### config.mk
export PLATFORM = sky130hd
export DESIGN_NAME = adaptive_fetch_window_scheduler
export DESIGN_NICKNAME = d
export VERILOG_FILES = /design/src/sv/afws_pkg.sv /design/src/sv/adaptive_fetch_window_scheduler.sv /design/src/sv/afws_div.sv /design/src/sv/afws_dp.sv /design/src/sv/afws_ctrl.sv
export SDC_FILE = /design/constraint.sdc
export NUM_CORES = 2
export LEC_CHECK = 0
export BUFFER_PORTS_ARGS = -buffer_cell sky130_fd_sc_hd__buf_4
export CAP_MARGIN = 10
export CORE_MARGIN = 1.5
export CORE_UTILIZATION = 45
export DETAILED_ROUTE_END_ITERATION = 16
export HOLD_SLACK_MARGIN = 0.08
export PLACE_DENSITY = 0.62
export SLEW_MARGIN = 30
export SYNTH_ARGS = -nofsm -noshare
export SYNTH_HDL_FRONTEND = slang
export SYNTH_SLANG_ARGS = --single-unit
### constraint.sdc
create_clock -name clock -period 19.1 [get_ports clock]
set_clock_uncertainty 0.2 [all_clocks]
set_input_delay 1.91 -clock clock [delete_from_list [all_inputs] [get_ports clock]]
set_output_delay 1.91 -clock clock [all_outputs]
set_load 0.02 [all_outputs]
### src/sv/afws_pkg.sv
// shared types and constants of the adaptive fetch window scheduler
`default_nettype none

package afws_pkg;

   localparam int RATE_FRAC_BITS_DEF = 8;
   localparam logic [19:0] RATE_SCALE = 20'd1000000;

   localparam logic [31:0] DECISION_LENGTH_RST = 32'd1000;
   localparam logic [31:0] RECALC_LIMIT_RST    = 32'd10000;
   localparam logic [7:0]  WINDOW_MAX_RST      = 8'd128;
   localparam logic [7:0]  WINDOW_RST          = 8'd64;
   localparam logic [7:0]  STEP_RST            = 8'd16;

   localparam int DIV_W = 64;

   typedef enum logic [1:0] {
      CMD_EXEC   = 2'd0,
      CMD_FETCH  = 2'd1,
      CMD_TICK   = 2'd2,
      CMD_UNUSED = 2'd3
   } cmd_code_type;

   typedef enum logic [1:0] {
      CSR_DECISION_LENGTH = 2'd0,
      CSR_RECALC_LIMIT    = 2'd1,
      CSR_WINDOW_MAX      = 2'd2,
      CSR_NONE            = 2'd3
   } csr_index_type;

   typedef enum logic [1:0] {
      PH_SETTLE = 2'd0,
      PH_LOCAL  = 2'd1,
      PH_REMOTE = 2'd2,
      PH_RUN    = 2'd3
   } phase_type;

   typedef enum logic [1:0] {
      DIV_RATE  = 2'd0,
      DIV_AVG_A = 2'd1,
      DIV_AVG_B = 2'd2
   } div_sel_type;

   typedef enum logic [3:0] {
      S_IDLE,
      S_RMUL,
      S_RSTART,
      S_RDIV,
      S_RUPD,
      S_ADV,
      S_AVGA,
      S_AVGB,
      S_PART,
      S_FINISH
   } state_type;

   typedef struct packed {
      logic        latch;
      logic        mul;
      logic        div_start;
      div_sel_type div_sel;
      logic        rate_upd;
      logic        avg_a_wr;
      logic        avg_b_wr;
      logic        adv;
      logic        out_load;
   } dp_cmd_type;

   typedef struct packed {
      logic recalc_go;
      logic adv_go;
      logic measure_phase;
      logic div_done;
   } dp_status_type;

endpackage

`default_nettype wire

### src/sv/adaptive_fetch_window_scheduler.sv
// a sample or plain tick goes from idle straight to the finish state; a window recalculation
// runs one division and a measure phase advance runs two, both on the shared divider
// throughput: one beat at a time; the shared bit-serial divider sets the long cases
// a finished result waits in the output register while the next beat is taken
// reset: synchronous, active high; window 64, step 16, phase 0, partitioned set
`default_nettype none

module adaptive_fetch_window_scheduler #(
   parameter int RATE_FRAC_BITS = afws_pkg::RATE_FRAC_BITS_DEF
) (
   input  wire logic         clock,
   input  wire logic         reset,
   input  wire logic         req_tvalid,
   output      logic         req_tready,
   input  wire logic [143:0] req_tdata,  // duration[47:0], clock_now[111:48], committed_count[143:112]
   input  wire logic [1:0]   req_tuser,  // cmd[1:0]
   output      logic         rsp_tvalid,
   input  wire logic         rsp_tready,
   output      logic [23:0]  rsp_tdata,  // window_len[7:0], window_step[15:8], partitioned[16], phase[18:17]
   input  wire logic         csr_valid,
   output      logic         csr_ready,
   input  wire logic [1:0]   csr_index,
   input  wire logic [31:0]  csr_data
);

   afws_pkg::dp_cmd_type    cmd;
   afws_pkg::dp_status_type status;

   assign csr_ready = 1'b1;

   afws_ctrl u_ctrl (
      .clock      (clock),
      .reset      (reset),
      .req_tvalid (req_tvalid),
      .req_tuser  (req_tuser),
      .req_tready (req_tready),
      .rsp_tvalid (rsp_tvalid),
      .rsp_tready (rsp_tready),
      .status     (status),
      .cmd        (cmd)
   );

   afws_dp #(
      .RATE_FRAC_BITS (RATE_FRAC_BITS)
   ) u_dp (
      .clock     (clock),
      .reset     (reset),
      .cmd       (cmd),
      .status    (status),
      .req_tuser (req_tuser),
      .req_tdata (req_tdata),
      .csr_valid (csr_valid),
      .csr_index (csr_index),
      .csr_data  (csr_data),
      .rsp_tdata (rsp_tdata)
   );

endmodule

`default_nettype wire

### src/sv/afws_div.sv
// iterative unsigned 64 by 64 divider, one quotient bit per cycle
`default_nettype none

module afws_div (
   input  wire logic                     clock,
   input  wire logic                     reset,
   input  wire logic                     start,
   input  wire logic [afws_pkg::DIV_W-1:0] dividend,
   input  wire logic [afws_pkg::DIV_W-1:0] divisor,
   output      logic                     done,
   output      logic [afws_pkg::DIV_W-1:0] quotient
);

   localparam int W = afws_pkg::DIV_W;
   localparam int CW = $clog2(W);

   logic          busy_ff, busy_in;
   logic          done_ff, done_in;
   logic [CW-1:0] count_ff, count_in;
   logic [W-1:0]  rem_ff, rem_in;
   logic [W-1:0]  quo_ff, quo_in;
   logic [W-1:0]  dvs_ff, dvs_in;
   logic [W:0]    rem_sh;
   logic [W:0]    rem_diff;
   logic          fits;

   always_comb begin
      rem_sh   = {rem_ff, quo_ff[W-1]};
      rem_diff = rem_sh - {1'b0, dvs_ff};
      fits     = rem_sh >= {1'b0, dvs_ff};
      busy_in  = busy_ff;
      done_in  = 1'b0;
      count_in = count_ff;
      rem_in   = rem_ff;
      quo_in   = quo_ff;
      dvs_in   = dvs_ff;
      if (start) begin
         busy_in  = 1'b1;
         count_in = '0;
         rem_in   = '0;
         quo_in   = dividend;
         dvs_in   = divisor;
      end else if (busy_ff) begin
         rem_in   = fits ? rem_diff[W-1:0] : rem_sh[W-1:0];
         quo_in   = {quo_ff[W-2:0], fits};
         count_in = count_ff + 1'b1;
         if (count_ff == CW'(W - 1)) begin
            busy_in = 1'b0;
            done_in = 1'b1;
         end
      end
   end

   always_ff @(posedge clock) begin
      if (reset) begin
         busy_ff  <= 1'b0;
         done_ff  <= 1'b0;
         count_ff <= '0;
      end else begin
         busy_ff  <= busy_in;
         done_ff  <= done_in;
         count_ff <= count_in;
      end
   end

   always_ff @(posedge clock) begin
      rem_ff <= rem_in;
      quo_ff <= quo_in;
      dvs_ff <= dvs_in;
   end

   assign done     = done_ff;
   assign quotient = quo_ff;

endmodule

`default_nettype wire

### src/sv/afws_dp.sv
// datapath: configuration, sums, throughput, window climb, phase cycle, result register
`default_nettype none

module afws_dp #(
   parameter int RATE_FRAC_BITS = afws_pkg::RATE_FRAC_BITS_DEF
) (
   input  wire logic                     clock,
   input  wire logic                     reset,
   input  wire afws_pkg::dp_cmd_type     cmd,
   output      afws_pkg::dp_status_type  status,
   input  wire logic [1:0]               req_tuser,
   input  wire logic [143:0]             req_tdata,
   input  wire logic                     csr_valid,
   input  wire logic [1:0]               csr_index,
   input  wire logic [31:0]              csr_data,
   output      logic [23:0]              rsp_tdata
);

   localparam logic [19:0] RATE_SCALE_W = afws_pkg::RATE_SCALE;

   logic [31:0] dl_ff, dl_in;
   logic [31:0] rl_ff, rl_in;
   logic [7:0]  wmax_ff, wmax_in;

   logic [7:0]  window_ff, window_in;
   logic [7:0]  step_ff, step_in;
   logic [31:0] tick_ff, tick_in;
   logic [63:0] last_clock_ff, last_clock_in;
   logic [31:0] last_comm_ff, last_comm_in;
   logic [63:0] last_rate_ff, last_rate_in;
   logic [1:0]  phase_ff, phase_in;
   logic        part_ff, part_in;
   logic [63:0] sums_ff [4];
   logic [63:0] sums_in [4];
   logic [31:0] counts_ff [4];
   logic [31:0] counts_in [4];
   logic [63:0] avgs_ff [4];
   logic [63:0] avgs_in [4];

   logic [63:0] clk_ff, clk_in;
   logic [31:0] comm_ff, comm_in;
   logic [63:0] num_ff, num_in;
   logic [63:0] dclk_ff, dclk_in;
   logic [18:0] out_ff, out_in;

   logic [1:0]  in_cmd;
   logic [47:0] in_dur;
   logic [1:0]  samp_idx;
   logic [1:0]  ia, ib, isel;
   logic [31:0] comm_diff;
   logic [51:0] prod;
   logic [63:0] div_a, div_b;
   logic        div_done;
   logic [63:0] quo;
   logic [63:0] rate;
   logic [63:0] avg_a_val, avg_b_val;
   logic signed [9:0] s_old, s_grow, s_half, s_hh, s_new, w_sum;
   logic [64:0] sum_r, sum_l;
   logic [31:0] tick_inc;

   assign in_cmd = req_tuser;
   assign in_dur = req_tdata[47:0];
   assign tick_inc = tick_ff + 32'd1;
   assign ia = {1'b0, phase_ff[1]};
   assign ib = {1'b1, phase_ff[1]};
   assign isel = (cmd.div_sel == afws_pkg::DIV_AVG_B) ? ib : ia;
   assign samp_idx = {in_cmd == afws_pkg::CMD_FETCH, phase_ff == afws_pkg::PH_REMOTE};

   always_comb begin
      status.recalc_go     = tick_ff > rl_ff;
      status.adv_go        = tick_inc > dl_ff;
      status.measure_phase = (phase_ff == afws_pkg::PH_LOCAL) ||
                             (phase_ff == afws_pkg::PH_REMOTE);
      status.div_done      = div_done;
   end

   // divider operands
   always_comb begin
      if (cmd.div_sel == afws_pkg::DIV_RATE) begin
         div_a = num_ff;
         div_b = dclk_ff;
      end else begin
         div_a = sums_ff[isel];
         div_b = {32'd0, counts_ff[isel]};
      end
   end

   afws_div u_div (
      .clock    (clock),
      .reset    (reset),
      .start    (cmd.div_start),
      .dividend (div_a),
      .divisor  (div_b),
      .done     (div_done),
      .quotient (quo)
   );

   assign comm_diff = comm_ff - last_comm_ff;
   assign prod      = comm_diff * RATE_SCALE_W;

   always_comb begin
      rate = quo;
      if (dclk_ff == 64'd0) begin
         rate = (num_ff != 64'd0) ? '1 : '0;
      end
      avg_a_val = (counts_ff[ia] == 32'd0) ? 64'd0 : quo;
      avg_b_val = (counts_ff[ib] == 32'd0) ? 64'd0 : quo;
   end

   // hill climb on the step, then clamp the window
   always_comb begin
      s_old  = $signed({{2{step_ff[7]}}, step_ff});
      s_grow = (s_old >= 10'sd32 || s_old <= -10'sd32) ? s_old : (s_old <<< 1);
      s_half = s_old >>> 1;
      s_hh   = (s_old <= 10'sd4 && s_old >= -10'sd4) ? (s_half <<< 1) : s_half;
      s_new  = (rate > last_rate_ff) ? s_grow : -s_hh;
      w_sum  = $signed({2'b00, window_ff}) + s_new;
   end

   always_comb begin
      sum_r = {1'b0, avgs_ff[1]} + {1'b0, avgs_ff[3]};
      sum_l = {1'b0, avgs_ff[2]} + {1'b0, avgs_ff[0]};
   end

   always_comb begin
      dl_in         = dl_ff;
      rl_in         = rl_ff;
      wmax_in       = wmax_ff;
      window_in     = window_ff;
      step_in       = step_ff;
      tick_in       = tick_ff;
      last_clock_in = last_clock_ff;
      last_comm_in  = last_comm_ff;
      last_rate_in  = last_rate_ff;
      phase_in      = phase_ff;
      part_in       = part_ff;
      sums_in       = sums_ff;
      counts_in     = counts_ff;
      avgs_in       = avgs_ff;
      clk_in        = clk_ff;
      comm_in       = comm_ff;
      num_in        = num_ff;
      dclk_in       = dclk_ff;
      out_in        = out_ff;

      if (csr_valid) begin
         unique case (csr_index)
            afws_pkg::CSR_DECISION_LENGTH: dl_in   = csr_data;
            afws_pkg::CSR_RECALC_LIMIT:    rl_in   = csr_data;
            afws_pkg::CSR_WINDOW_MAX:      wmax_in = csr_data[7:0];
            default: ;
         endcase
      end

      if (cmd.latch) begin
         clk_in  = req_tdata[111:48];
         comm_in = req_tdata[143:112];
         if (in_cmd == afws_pkg::CMD_TICK) begin
            tick_in = tick_inc;
         end else if ((in_cmd == afws_pkg::CMD_EXEC || in_cmd == afws_pkg::CMD_FETCH) &&
                      status.measure_phase) begin
            for (int i = 0; i < 4; i++) begin
               if (samp_idx == 2'(i)) begin
                  sums_in[i]   = sums_ff[i] + {16'd0, in_dur};
                  counts_in[i] = counts_ff[i] + 32'd1;
               end
            end
         end
      end

      if (cmd.mul) begin
         num_in  = {12'd0, prod} << RATE_FRAC_BITS;
         dclk_in = clk_ff - last_clock_ff;
      end

      if (cmd.rate_upd) begin
         if (last_rate_ff != 64'd0) begin
            if (w_sum > 10'sd0) begin
               window_in = (w_sum > $signed({2'b00, wmax_ff})) ? wmax_ff : w_sum[7:0];
               step_in   = s_new[7:0];
            end else begin
               window_in = 8'd0;
               step_in   = 8'hFF;
            end
         end
         last_rate_in  = rate;
         last_clock_in = clk_ff;
         last_comm_in  = comm_ff;
         tick_in       = 32'd0;
      end

      if (cmd.avg_a_wr) begin
         avgs_in[ia] = avg_a_val;
      end
      if (cmd.avg_b_wr) begin
         avgs_in[ib] = avg_b_val;
      end

      if (cmd.adv) begin
         unique case (phase_ff)
            afws_pkg::PH_SETTLE: begin
               for (int i = 0; i < 4; i++) begin
                  sums_in[i]   = 64'd0;
                  counts_in[i] = 32'd0;
               end
            end
            afws_pkg::PH_LOCAL:  part_in = 1'b0;
            afws_pkg::PH_REMOTE: part_in = sum_r > sum_l;
            default: ;
         endcase
         phase_in = phase_ff + 2'd1;
         tick_in  = 32'd0;
      end

      if (cmd.out_load) begin
         out_in = {phase_ff, part_ff, step_ff, window_ff};
      end
   end

   always_ff @(posedge clock) begin
      if (reset) begin
         dl_ff         <= afws_pkg::DECISION_LENGTH_RST;
         rl_ff         <= afws_pkg::RECALC_LIMIT_RST;
         wmax_ff       <= afws_pkg::WINDOW_MAX_RST;
         window_ff     <= afws_pkg::WINDOW_RST;
         step_ff       <= afws_pkg::STEP_RST;
         tick_ff       <= '0;
         last_clock_ff <= '0;
         last_comm_ff  <= '0;
         last_rate_ff  <= '0;
         phase_ff      <= afws_pkg::PH_SETTLE;
         part_ff       <= 1'b1;
         for (int i = 0; i < 4; i++) begin
            sums_ff[i]   <= '0;
            counts_ff[i] <= '0;
            avgs_ff[i]   <= '0;
         end
      end else begin
         dl_ff         <= dl_in;
         rl_ff         <= rl_in;
         wmax_ff       <= wmax_in;
         window_ff     <= window_in;
         step_ff       <= step_in;
         tick_ff       <= tick_in;
         last_clock_ff <= last_clock_in;
         last_comm_ff  <= last_comm_in;
         last_rate_ff  <= last_rate_in;
         phase_ff      <= phase_in;
         part_ff       <= part_in;
         sums_ff       <= sums_in;
         counts_ff     <= counts_in;
         avgs_ff       <= avgs_in;
      end
   end

   always_ff @(posedge clock) begin
      clk_ff  <= clk_in;
      comm_ff <= comm_in;
      num_ff  <= num_in;
      dclk_ff <= dclk_in;
      out_ff  <= out_in;
   end

   assign rsp_tdata = {5'd0, out_ff};

   a_adv_clears_tick: assert property (@(posedge clock) disable iff (reset)
      cmd.adv |=> tick_ff == 32'd0)
      else $error("tick count not cleared after phase advance");

   a_adv_steps_phase: assert property (@(posedge clock) disable iff (reset)
      cmd.adv |=> phase_ff == $past(phase_ff) + 2'd1)
      else $error("phase did not advance by one");

   a_window_floor: assert property (@(posedge clock) disable iff (reset)
      (cmd.rate_upd && last_rate_ff != 64'd0) |=> (window_ff != 8'd0 || step_ff == 8'hFF))
      else $error("empty window without shrinking step");

endmodule

`default_nettype wire

### src/sv/afws_ctrl.sv
// controller state machine sequencing each beat through the datapath
`default_nettype none

module afws_ctrl (
   input  wire logic                     clock,
   input  wire logic                     reset,
   input  wire logic                     req_tvalid,
   input  wire logic [1:0]               req_tuser,
   output      logic                     req_tready,
   output      logic                     rsp_tvalid,
   input  wire logic                     rsp_tready,
   input  wire afws_pkg::dp_status_type  status,
   output      afws_pkg::dp_cmd_type     cmd
);

   afws_pkg::state_type state_ff, state_in;
   logic rsp_valid_ff, rsp_valid_in;
   logic fire;
   logic slot_free;

   assign fire      = req_tvalid && req_tready;
   assign slot_free = !rsp_valid_ff || rsp_tready;

   always_comb begin
      state_in = state_ff;
      unique case (state_ff)
         afws_pkg::S_IDLE: begin
            if (req_tvalid) begin
               if (req_tuser == afws_pkg::CMD_TICK && status.recalc_go) begin
                  state_in = afws_pkg::S_RMUL;
               end else if (req_tuser == afws_pkg::CMD_TICK && status.adv_go) begin
                  state_in = afws_pkg::S_ADV;
               end else begin
                  state_in = afws_pkg::S_FINISH;
               end
            end
         end
         afws_pkg::S_RMUL:   state_in = afws_pkg::S_RSTART;
         afws_pkg::S_RSTART: state_in = afws_pkg::S_RDIV;
         afws_pkg::S_RDIV: begin
            if (status.div_done) state_in = afws_pkg::S_RUPD;
         end
         afws_pkg::S_RUPD:   state_in = afws_pkg::S_FINISH;
         afws_pkg::S_ADV: begin
            state_in = status.measure_phase ? afws_pkg::S_AVGA : afws_pkg::S_FINISH;
         end
         afws_pkg::S_AVGA: begin
            if (status.div_done) state_in = afws_pkg::S_AVGB;
         end
         afws_pkg::S_AVGB: begin
            if (status.div_done) state_in = afws_pkg::S_PART;
         end
         afws_pkg::S_PART:   state_in = afws_pkg::S_FINISH;
         afws_pkg::S_FINISH: begin
            if (slot_free) state_in = afws_pkg::S_IDLE;
         end
         default:            state_in = afws_pkg::S_IDLE;
      endcase
   end

   always_comb begin
      cmd          = '0;
      cmd.div_sel  = afws_pkg::DIV_RATE;
      req_tready   = 1'b0;
      rsp_valid_in = rsp_valid_ff && !rsp_tready;
      unique case (state_ff)
         afws_pkg::S_IDLE: begin
            req_tready = 1'b1;
            cmd.latch  = fire;
         end
         afws_pkg::S_RMUL:   cmd.mul = 1'b1;
         afws_pkg::S_RSTART: cmd.div_start = 1'b1;
         afws_pkg::S_RDIV:   ;
         afws_pkg::S_RUPD:   cmd.rate_upd = 1'b1;
         afws_pkg::S_ADV: begin
            if (status.measure_phase) begin
               cmd.div_start = 1'b1;
               cmd.div_sel   = afws_pkg::DIV_AVG_A;
            end else begin
               cmd.adv = 1'b1;
            end
         end
         afws_pkg::S_AVGA: begin
            cmd.div_sel = afws_pkg::DIV_AVG_A;
            if (status.div_done) begin
               cmd.avg_a_wr  = 1'b1;
               cmd.div_start = 1'b1;
               cmd.div_sel   = afws_pkg::DIV_AVG_B;
            end
         end
         afws_pkg::S_AVGB: begin
            cmd.div_sel  = afws_pkg::DIV_AVG_B;
            cmd.avg_b_wr = status.div_done;
         end
         afws_pkg::S_PART:   cmd.adv = 1'b1;
         afws_pkg::S_FINISH: begin
            if (slot_free) begin
               cmd.out_load = 1'b1;
               rsp_valid_in = 1'b1;
            end
         end
         default: ;
      endcase
   end

   always_ff @(posedge clock) begin
      if (reset) begin
         state_ff     <= afws_pkg::S_IDLE;
         rsp_valid_ff <= 1'b0;
      end else begin
         state_ff     <= state_in;
         rsp_valid_ff <= rsp_valid_in;
      end
   end

   assign rsp_tvalid = rsp_valid_ff;

endmodule

`default_nettype wire

==> results.toml <==
[setup_path]
crit_path_end_kind = "flop"
crit_fanout = 5
worstSetupStartpoint = "u_dp.comm_ff[0]"
cp.arrival_ns = 9.82
crit_slowest_cell = "xnor2_1"
cpPeakStageDelay_ns = 0.67
regToRegSetupSlack_ns = 9.64
reg2reg_depth = 36
start_kind = "flop"
path_class = "reg -> reg"
r2r-start = "u_dp.comm_ff[0]"
worst_ep_required_time_ns = 19.47
rr_endpoint = "u_dp.num_ff[59]"
cpMostUsedCell = "inv_1"

[cts]
cts_hold_buf = 0
cts.sinks = 1353
cts_setup_buffers = 0
clkLatencyLatePin_ns = 0.83
cts_max_path_buffers = 3
cts_tree = "built"
clkSlewWorstSetupHoldPaths_ns = 0.06
htree_levels = 4
cts-resized-gates = 0
cts_buffers = 158
clock_tree.root_cell = "clkbuf_16"

[hold_path]
min_path_cells = 2
min_to = "u_dp.last_comm_ff[15]"
hold_class = "reg -> reg"
worstHoldStart = "u_dp.last_comm_ff[15]"

[cells_and_area]
area_growth_pct = 10.1
reg_top3 = "u_dp.avgs_ff: 256 flops, u_dp.sums_ff: 256 flops, u_dp.counts_ff: 128 flops"
final_layout_size_suffix_gt1_share_pct = 7.16
final_nets = 11804

[yosys]
synthFlopType = "dfxtp_1"
ys_seq_area_share_pct = 33.5
ys_warn_count = 0
syn_area_mm2 = 0.0913
synth_edf_count = 353
async_flop_share_pct = 0
yosys_register_bits = 1353
syn_avg_cell_area_um2 = 8.55
syn-instance-count = 10676
yosysUniqueCellTypes = 107

[timing]
tightest_slew_ns = 1.02
relSlewSlack_pct = 32.2
timing.final.max_slew_violations = 0
rsz0062_at_grt = "no"
whs_ns = 0.251
final_hold_viol_count = 0
tns_ns = 0
max_freq_mhz = 106
finalCritPeriodShare_pct = 49.5
period_minus_slack_ns = 9.46
setup_viol = 0

[die]
die_h_um = 453
rows = 165
die_w_um = 453
core-area_mm2 = 0.202
die_area_mm2 = 0.206
start_util_pct = 45.2
ios = 212

[outcome]
outcome = "finished clean"

[place]
hpwl_um = 199000
port_buffers = 205
place.gp.congestion = 0.943

[grt]
antenna_found_initial = 13
grt_pass1_vias = 73764
track_usage_pct = 25.5
grt_first_pass_wirelength_um = 419000
grt_max_degree = 100
gr-total-overflow = 0

[detailed_routing]
route.vias.total = 77289
drt-initial-drc-count = 6189
detail-route-antenna-nets = 0
drt_wl_total_um = 269000
drc_errors = 0
wl_per_cell_um = 20.0
avgViaCountPerCell = 5.75
firstDrtPassIters = 5

[job]
max_cap_viol_count = 0
[layout by cell type (no fill, tap or decap), drive strengths merged, types with 106 or more instances in the layout]
| cell type | count |
|---|---|
| nand4 | 182 |
| o21a | 139 |
| fa | 145 |
| nor2b | 121 |
| xor2 | 317 |
| dfxtp | 1000 |
| inv | 667 |
| o21ai | 425 |
| ha | 850 |
| edfxtp | 353 |
| nand3 | 457 |
| nor2 | 583 |
| a21oi | 1241 |
| clkbuf | 223 |
| and3 | 106 |
| nor3 | 110 |
| nand2 | 1493 |
| a21o | 435 |
| xnor2 | 377 |
| buf | 278 |
[routing by layer]
metal | routed length, µm | part of all wire [%] | global-route usage (%) | up-vias
li1 | - | - | - | 37760
met1 | 125000 | 46 | 35.6 | 37048
met2 | 121000 | 45 | 40.9 | 2073
met3 | 15700 | 5.9 | 3.29 | 404
met4 | 7390 | 2.7 | 7.69 | 4
met5 | 18 | 0.0067 | 0 | -
[critical path, delay by kind of cell (launching register included)]
family / cells / cell delay (ns)
buf+inv: 6 / 0.62
xor+xnor: 2 / 0.75
compound gates: 15 / 3.42
simple gates: 4 / 0.41
fa+ha+maj: 9 / 3.37
flops: 1 / 0.38
[worst max path at each step]
stage	to	depth (start not counted)
global placement	u_dp.num_ff[59]	36
floorplan	u_dp.num_ff[59]	34
global route	u_dp.window_ff[5]	29
CTS	u_dp.num_ff[59]	36
finish	u_dp.num_ff[59]	36
detailed placement	u_dp.num_ff[59]	36
[logic make-up (layout without fill, tap and decap cells)]
| kind of cell | after synthesis | after routing | share of synthesized area [%] |
|---|---|---|---|
| other | 2 | 9 | 0.00823 |
| adder cells (fa/ha/maj) | 995 | 995 | 14.8 |
| AND/OR/NAND/NOR | 3440 | 3440 | 17.3 |
| multiplexers | 230 | 230 | 3.88 |
| flip-flops | 1353 | 1353 | 33.5 |
| AO/OA/AOI/OAI | 2808 | 2808 | 18.9 |
| XOR/XNOR | 694 | 694 | 6.66 |
| buffers and inverters | 1154 | 1232 | 4.82 |
[stage by stage]
step,utilization (%),instance area [µm²],setup WS (ns),std cells
floorplan,-,91300,10.98,10680
global placement,47.0,95000,9.79,13134
detailed placement,47.1,95000,9.77,13134
CTS,49.7,100000,9.74,13428
global route,49.8,100000,9.22,13433
finish,49.8,100000,9.64,13433
[area by class of cell]
class,count,area [µm²]
fill,19057,101000
multi-input combinational,8173,56500
sequential,1353,30600
clock buffer,223,4470
tap,2672,3340
inverter,660,2490
timing repair buffer,278,2130
clock inverter,71,920
antenna,3,7.51
[cell usage after synthesis, drive strengths merged, types with 12 or more instances]
cell type	instances	area, µm²
a211o	17	149
xnor2	377	3300
fa	145	2900
nor2	583	2200
inv	660	2480
o21bai	85	638
o21a	139	1040
a41oi	21	199
or3	67	424
a22o	21	184
a21boi	15	113
o21ai	425	2130
nand2	1493	5610
edfxtp	353	10600
mux2i	100	1000
mux4	96	2160
buf	80	365
xor2	317	2780
a31o	15	131
dfxtp	1000	20000
clkbuf	414	1560
a31oi	77	482
nor3b	19	143
o31ai	34	270
a21oi	1241	6210
nor4	95	594
and3	106	668
a221oi	16	140
a211oi	86	661
nand3	457	2290
nand3b	16	120
nand4	182	1150
nand2b	96	601
o211ai	52	395
o41ai	12	158
and4	24	211
and2	28	178
or2	17	106
ha	850	10600
a21o	435	3270
mux2	34	383
nor2b	121	757
nor3	110	551
Power is not shown: default switching activity piles up to over one toggle a cycle in this logic, so the estimate is an artifact.
